### src/cwad_pkg.sv
// ----------------------------------------------------------------------------
// cwad_pkg
// Shared widths, constants and types of the CUSUM window anomaly detector.
// ----------------------------------------------------------------------------
package cwad_pkg;

    localparam int WINDOW_LENGTH = 1000;

    localparam int LEVEL_W   = 16;
    localparam int OUT_CNT_W = 10;
    localparam int CNT_W     = $clog2(WINDOW_LENGTH + 1);
    // cusum + sample - reference - drift stays within +/- 2^17
    localparam int SUM_W     = LEVEL_W + 3;
    localparam int CFG_IDX_W = 2;

    localparam logic [OUT_CNT_W-1:0] COUNT_SHOWN_MAX = '1;

    localparam logic [LEVEL_W-1:0] THRESHOLD_RESET = 16'd5734;
    localparam logic [LEVEL_W-1:0] DRIFT_RESET     = 16'd6144;
    localparam logic [LEVEL_W-1:0] REFERENCE_RESET = 16'd0;

    localparam logic [CFG_IDX_W-1:0] CFG_ALARM_THRESHOLD = 2'd0;
    localparam logic [CFG_IDX_W-1:0] CFG_DRIFT_ALLOWANCE = 2'd1;
    localparam logic [CFG_IDX_W-1:0] CFG_REFERENCE_LEVEL = 2'd2;

    // Per-beat control into the alarm window
    typedef struct packed {
        logic advance;
        logic alarm_bit;
    } win_ctrl_t;

endpackage

### src/cwad_window_cell.sv
// ----------------------------------------------------------------------------
// cwad_window_cell
// One slot of the alarm window: holds one alarm bit, passes it on when the
// window advances.
// ----------------------------------------------------------------------------
module cwad_window_cell (
    input  logic aclk,
    input  logic aresetn,
    input  logic advance,
    input  logic bit_in,
    output logic bit_out
);

    logic bit_reg;
    logic bit_next;

    assign bit_next = advance ? bit_in : bit_reg;

    always_ff @(posedge aclk) begin
        if (!aresetn) begin
            bit_reg <= 1'b0;
        end else begin
            bit_reg <= bit_next;
        end
    end

    assign bit_out = bit_reg;

endmodule

### src/cwad_alarm_window.sv
// ----------------------------------------------------------------------------
// cwad_alarm_window
// Chain of window cells holding the last WINDOW_LENGTH alarm bits, with a
// running count of the ones in the chain.
// ----------------------------------------------------------------------------
module cwad_alarm_window (
    input  logic                          aclk,
    input  logic                          aresetn,
    input  cwad_pkg::win_ctrl_t           ctrl,
    output logic [cwad_pkg::OUT_CNT_W-1:0] count_shown_next
);

    import cwad_pkg::*;

    localparam int WIDE_W = (CNT_W > OUT_CNT_W) ? CNT_W : OUT_CNT_W;

    logic [WINDOW_LENGTH:0] chain;
    logic [CNT_W-1:0]       count_reg;
    logic [CNT_W-1:0]       count_next;
    logic [WIDE_W-1:0]      count_wide;

    assign chain[0] = ctrl.alarm_bit;

    for (genvar i = 0; i < WINDOW_LENGTH; i++) begin : g_cell
        cwad_window_cell u_cell (
            .aclk    (aclk),
            .aresetn (aresetn),
            .advance (ctrl.advance),
            .bit_in  (chain[i]),
            .bit_out (chain[i+1])
        );
    end

    // Oldest bit drops out of the window as the new one enters
    always_comb begin
        count_next = count_reg;
        if (ctrl.advance) begin
            count_next = count_reg - CNT_W'(chain[WINDOW_LENGTH])
                         + CNT_W'(ctrl.alarm_bit);
        end
    end

    always_ff @(posedge aclk) begin
        if (!aresetn) begin
            count_reg <= '0;
        end else begin
            count_reg <= count_next;
        end
    end

    assign count_wide       = WIDE_W'(count_next);
    assign count_shown_next = (count_wide > WIDE_W'(COUNT_SHOWN_MAX))
                              ? COUNT_SHOWN_MAX : OUT_CNT_W'(count_wide);

endmodule

### src/cusum_window_anomaly_detector_core.sv
// ----------------------------------------------------------------------------
// cusum_window_anomaly_detector_core
// One-sided CUSUM change detector with a sliding count of alarms.
// ----------------------------------------------------------------------------
// The result beat of an accepted input beat appears in the following cycle.
// Throughput: 1 beat per cycle; the level update and the one-cell window shift
// both finish in the accepting cycle, and the output register takes the next
// result as soon as the current one is taken.
// Reset: registers with a reset return to their reset values, level and window clear at once; result data has no reset.
module cusum_window_anomaly_detector_core (
    input  logic                            aclk,
    input  logic                            aresetn,

    input  logic                            cfg_valid,
    output logic                            cfg_ready,
    input  logic [cwad_pkg::CFG_IDX_W-1:0]  cfg_index,
    input  logic [cwad_pkg::LEVEL_W-1:0]    cfg_wdata,

    input  logic                            s_valid,
    output logic                            s_ready,
    input  logic [cwad_pkg::LEVEL_W-1:0]    s_residual_norm,

    output logic                            m_valid,
    input  logic                            m_ready,
    output logic                            m_alarm,
    output logic [cwad_pkg::OUT_CNT_W-1:0]  m_alarm_count,
    output logic [cwad_pkg::LEVEL_W-1:0]    m_cusum_level
);

    import cwad_pkg::*;

    logic [LEVEL_W-1:0]   threshold_reg;
    logic [LEVEL_W-1:0]   drift_reg;
    logic [LEVEL_W-1:0]   reference_reg;
    logic [LEVEL_W-1:0]   cusum_reg;
    logic [LEVEL_W-1:0]   cusum_next;

    logic                 m_valid_reg;
    logic                 m_alarm_reg;
    logic [OUT_CNT_W-1:0] m_count_reg;
    logic [LEVEL_W-1:0]   m_level_reg;

    logic                 in_beat;
    logic [SUM_W-1:0]     sum;
    logic                 sum_neg;
    logic [SUM_W-2:0]     sum_mag;
    logic                 alarm_bit;
    win_ctrl_t            win_ctrl;
    logic [OUT_CNT_W-1:0] count_shown_next;

    assign cfg_ready = 1'b1;
    assign s_ready   = !m_valid_reg || m_ready;
    assign in_beat   = s_valid && s_ready;

    always_ff @(posedge aclk) begin
        if (!aresetn) begin
            threshold_reg <= THRESHOLD_RESET;
            drift_reg     <= DRIFT_RESET;
            reference_reg <= REFERENCE_RESET;
        end else if (cfg_valid) begin
            case (cfg_index)
                CFG_ALARM_THRESHOLD: threshold_reg <= cfg_wdata;
                CFG_DRIFT_ALLOWANCE: drift_reg     <= cfg_wdata;
                CFG_REFERENCE_LEVEL: reference_reg <= cfg_wdata;
                default: ;
            endcase
        end
    end

    // Two's complement sum; the width holds the full range of the terms
    assign sum = SUM_W'(cusum_reg) + SUM_W'(s_residual_norm)
               - SUM_W'(reference_reg) - SUM_W'(drift_reg);
    assign sum_neg   = sum[SUM_W-1];
    assign sum_mag   = sum[SUM_W-2:0];
    assign alarm_bit = !sum_neg && (sum_mag > (SUM_W-1)'(threshold_reg));

    // Clear on alarm or below zero; otherwise the level is at most the threshold
    assign cusum_next = (sum_neg || alarm_bit) ? '0 : sum_mag[LEVEL_W-1:0];

    assign win_ctrl.advance   = in_beat;
    assign win_ctrl.alarm_bit = alarm_bit;

    cwad_alarm_window u_window (
        .aclk             (aclk),
        .aresetn          (aresetn),
        .ctrl             (win_ctrl),
        .count_shown_next (count_shown_next)
    );

    always_ff @(posedge aclk) begin
        if (!aresetn) begin
            cusum_reg   <= '0;
            m_valid_reg <= 1'b0;
        end else begin
            if (in_beat) begin
                cusum_reg <= cusum_next;
            end
            if (in_beat) begin
                m_valid_reg <= 1'b1;
            end else if (m_ready) begin
                m_valid_reg <= 1'b0;
            end
        end
    end

    always_ff @(posedge aclk) begin
        if (in_beat) begin
            m_alarm_reg <= alarm_bit;
            m_count_reg <= count_shown_next;
            m_level_reg <= cusum_next;
        end
    end

    assign m_valid       = m_valid_reg;
    assign m_alarm       = m_alarm_reg;
    assign m_alarm_count = m_count_reg;
    assign m_cusum_level = m_level_reg;

endmodule

### config.mk
export PLATFORM = sky130hd
export DESIGN_NAME = cusum_window_anomaly_detector_core
export DESIGN_NICKNAME = d
export VERILOG_FILES = /design/src/cwad_pkg.sv /design/src/cwad_window_cell.sv /design/src/cwad_alarm_window.sv /design/src/cusum_window_anomaly_detector_core.sv
export SDC_FILE = /design/constraint.sdc
export NUM_CORES = 2
export LEC_CHECK = 0
export ABC_CLOCK_PERIOD_IN_PS = 8900
export BUFFER_PORTS_ARGS = -buffer_cell sky130_fd_sc_hd__buf_4
export CORE_ASPECT_RATIO = 1.75
export CORE_MARGIN = 4
export CORE_UTILIZATION = 60
export CTS_CLUSTER_DIAMETER = 120
export DETAILED_ROUTE_END_ITERATION = 6
export HOLD_SLACK_MARGIN = 0.08
export PLACE_DENSITY = 0.77
export SETUP_SLACK_MARGIN = 0.05
export SLEW_MARGIN = 25
export SYNTH_ARGS = -nofsm -noshare
export SYNTH_HDL_FRONTEND = slang
export SYNTH_SLANG_ARGS = --single-unit
export TNS_END_PERCENT = 30
### constraint.sdc
create_clock -name aclk -period 8.9 [get_ports aclk]
set_input_delay 0 -clock aclk [delete_from_list [all_inputs] [get_ports aclk]]
set_output_delay 0 -clock aclk [all_outputs]
set_load 0.02 [all_outputs]
==> metrics.txt <==
Final WS setup=0.7670 ns; setup_tns=0 ns; met1 Usage GRT=22.14%; ranking of synthesized cells by area=dfxtp_1 53%, nand2_1 20%, a21oi_1 13%; Slew HR=25.01%; critical path arrival=8.74 ns; Top FF cell, synth=dfxtp_1; RSZ-0062 raised after global routing=false; Clock Skew=0.02321 ns; Die Area=71550 µm²; initial antenna violation count=0; Startpoint Class=flop; Yosys reg bits=1102; Routed WL=74470 µm; Final Cycle Share=91.38%; Yosys warnings=0; GR Util All Layers=20.38%; peak fanout along the critical path=5; syn avg cell area=7.923 µm²; NumNets Final=5070; Critical Path End Type=flop; Yosys cell types=64; CP max-delay cell=o41ai_1; vias per cell=5.323; CTS tree=done; Placement Setup Slack=0.8296 ns; antenna-violating nets left=0; synthesized instance count=5087; Skew-Pair Late Insertion Delay=0.66 ns; CTS Buf Count=92; Async SR Flop Fraction=0%; via count=31520; Fmax achieved=123.0 MHz; worst hold path class=in -> reg; Num Clock Sinks=1102; CORE AREA=66470 µm²; post-synth top area share=53.39%; max reg flops=1000; hold depth=4; Ant. Diodes=0; initial DRC count=1881; Port-buffer cells=67; Top-Level Pins=69; die width=203.9 µm; Post-synth EDFFs=27; post-synth net total=5203; number of max-cap violations=0; number of max-slew violations in the final report=0; largest net degree at the start of global routing=252; outcome=finished clean; DPL Wire Length=42080 µm; GR met3 Demand/Resource=2.711%; largest area contributor in the netlist=dfxtp_1; Netlist Area Pre-Place=40310 µm²; Static Leak=14.85 nW; WL/cell=12.58 µm; first-pass GRT wire length=127700 µm; Max H-tree Level=3; layout cell share with drive strength beyond 1=5.266%; Die H=350.9 µm; Hold Vio Cnt, Final=0; vias in the first global route=29710; worst vdd ir=0.1886 mV; Bufs on Longest Clock Path=3; CP peak stage delay=0.54 ns; total grt overflow=0; GR peak layer=met2; Least-Margin Pin Slew=1.125 ns; Post-route DRC=0; Seq/Total Area, Yosys=55.40%; clock-pin transition on the worst setup and hold timing paths=0.07 ns; RD Place Congestion=0.9163; Final Setup Violations=0; R2R cell count=38; drt pass-1 iters=5; CP required=9.51 ns; Root Buffer=clkbuf_16; PwrDens=263.9 nW/µm²; area delta synth->final=10.44%; power consumption=11.75 mW; kind of critical path=reg -> reg; num rows=125; Starting Density=60.64%; met2 GRT Util=38.71%; fin crit period=8.133 ns
-- cell families after synthesis --
family                   after synthesis  synth area share [%]
adder cells (fa/ha/maj)               77                 2.726
buffers and inverters                478                 4.483
AO/OA/AOI/OAI                       1187                 15.65
flip-flops                          1102                 55.40
other                                  1              0.009304
XOR/XNOR                              31                0.6736
AND/OR/NAND/NOR                     2211                 21.05
-- repair_timing --
| item | in CTS | in global routing |
|---|---|---|
| hold buffers | 37 | 0 |
| setup buffers | 0 | 0 |
| gates resized for setup | 0 | 0 |
| endpoints found under the hold margin | 56 | 0 |
-- area by class of cell --
type,count,area (µm²)
sequential,1102,22330
clock inverter,41,536.8
tap,889,1112
inverter,122,478.0
fill,5489,21960
clock buffer,131,2734
timing repair buffer,129,1139
multi-input combinational,3507,16180
-- worst max-delay path, delay by kind of cell (launching register included) --
family,cells,cell delay (ns)
DFF,1,0.33
adders and majority gates,6,1.94
xor gates and xnor gates,1,0.19
AOI/OAI and AO/OA,19,4.28
and+or+nand+nor,8,1.05
buffers and inverters,4,0.25
-- synth_stat cells (2+ instances only) --
| cell type | instances |
|---|---|
| nand2_1 | 2118 |
| dfxtp_1 | 1075 |
| a21oi_1 | 1071 |
| clkbuf_1 | 338 |
| inv_1 | 121 |
| ha_1 | 59 |
| edfxtp_1 | 27 |
| nor2_1 | 24 |
| and2_1 | 23 |
| xnor2_1 | 23 |
| fa_1 | 18 |
| o21ai_0 | 18 |
| a32o_1 | 16 |
| buf_1 | 14 |
| a21o_1 | 12 |
| o21a_1 | 12 |
| o211ai_1 | 11 |
| o21ai_1 | 9 |
| nand3_1 | 8 |
| nor3_1 | 8 |
| xor2_1 | 8 |
| nor2b_1 | 6 |
| nand2b_1 | 5 |
| a211o_1 | 4 |
| o21bai_1 | 4 |
| a211oi_1 | 3 |
| a31oi_1 | 3 |
| buf_4 | 3 |
| nand3b_1 | 3 |
| a2111oi_0 | 2 |
| a2111oi_4 | 2 |
| a2bb2oi_1 | 2 |
| nand4_1 | 2 |
| nor3b_1 | 2 |
| o41ai_1 | 2 |
| or2_1 | 2 |
| or3_1 | 2 |
-- metal layers --
layer  vias to the layer above  part of all wire (%)
met3                       138                   3.5
met2                       442                    51
met1                     14830                    42
met5                         -                     0
met4                         0                   4.0
li1                      16110                     -
-- where the power goes --
part           internal (mW)  switching, mW
clock                   2.43           1.81
combinational          0.873           1.50
sequential              5.09         0.0482
-- worst paths after layout --
check | from | to | slack, ns
max | cusum_reg[1]$_SDFFE_PN0P_ | u_window.count_reg[8]$_SDFF_PN0_ | 0.77
max reg2reg | cusum_reg[1]$_SDFFE_PN0P_ | u_window.count_reg[8]$_SDFF_PN0_ | 0.77
min reg2reg | u_window.g_cell[399].u_cell.bit_out$_SDFFE_PN0P_ | u_window.g_cell[400].u_cell.bit_out$_SDFFE_PN0P_ | 0.43
min | cfg_wdata[12] | threshold_reg[12]$_SDFFE_PN1P_ | 0.17
-- cell usage in the layout (no fill, tap or decap), types with 5 or more instances in the layout --
master	netlist	routed
buf_12	0	5
dfxtp_1	1075	1075
a21o_1	12	12
nand2_1	2118	2117
o21ai_0	18	18
clkbuf_8	0	20
o211ai_1	11	11
nor2b_1	6	6
xnor2_1	23	23
o21ai_1	9	9
buf_4	3	83
ha_1	59	59
nand2b_1	5	5
clkbuf_1	338	15
a32o_1	16	16
and2_1	23	23
dlygate4sd3_1	0	37
clkbuf_16	0	96
a21oi_1	1071	1071
edfxtp_1	27	27
clkinv_4	0	5
xor2_1	8	8
nor3_1	8	8
fa_1	18	18
nor2_1	24	23
o21a_1	12	12
bufinv_16	0	9
clkinv_2	0	19
inv_1	121	120
nand3_1	8	8
-- per-stage QoR --
stage	cells	instance area (µm²)	util [%]	hold slack, ns
after floorplan	5087	40310	-	0.1217
after global placement	5712	40850	61.46	0.2614
after detailed placement	5712	40850	61.46	0.2693
after CTS	5921	44490	66.94	0.1244
after global routing	5921	44510	66.97	0.1724
final	5921	44510	66.97	0.1701
Power figures use the tool's default switching activity.
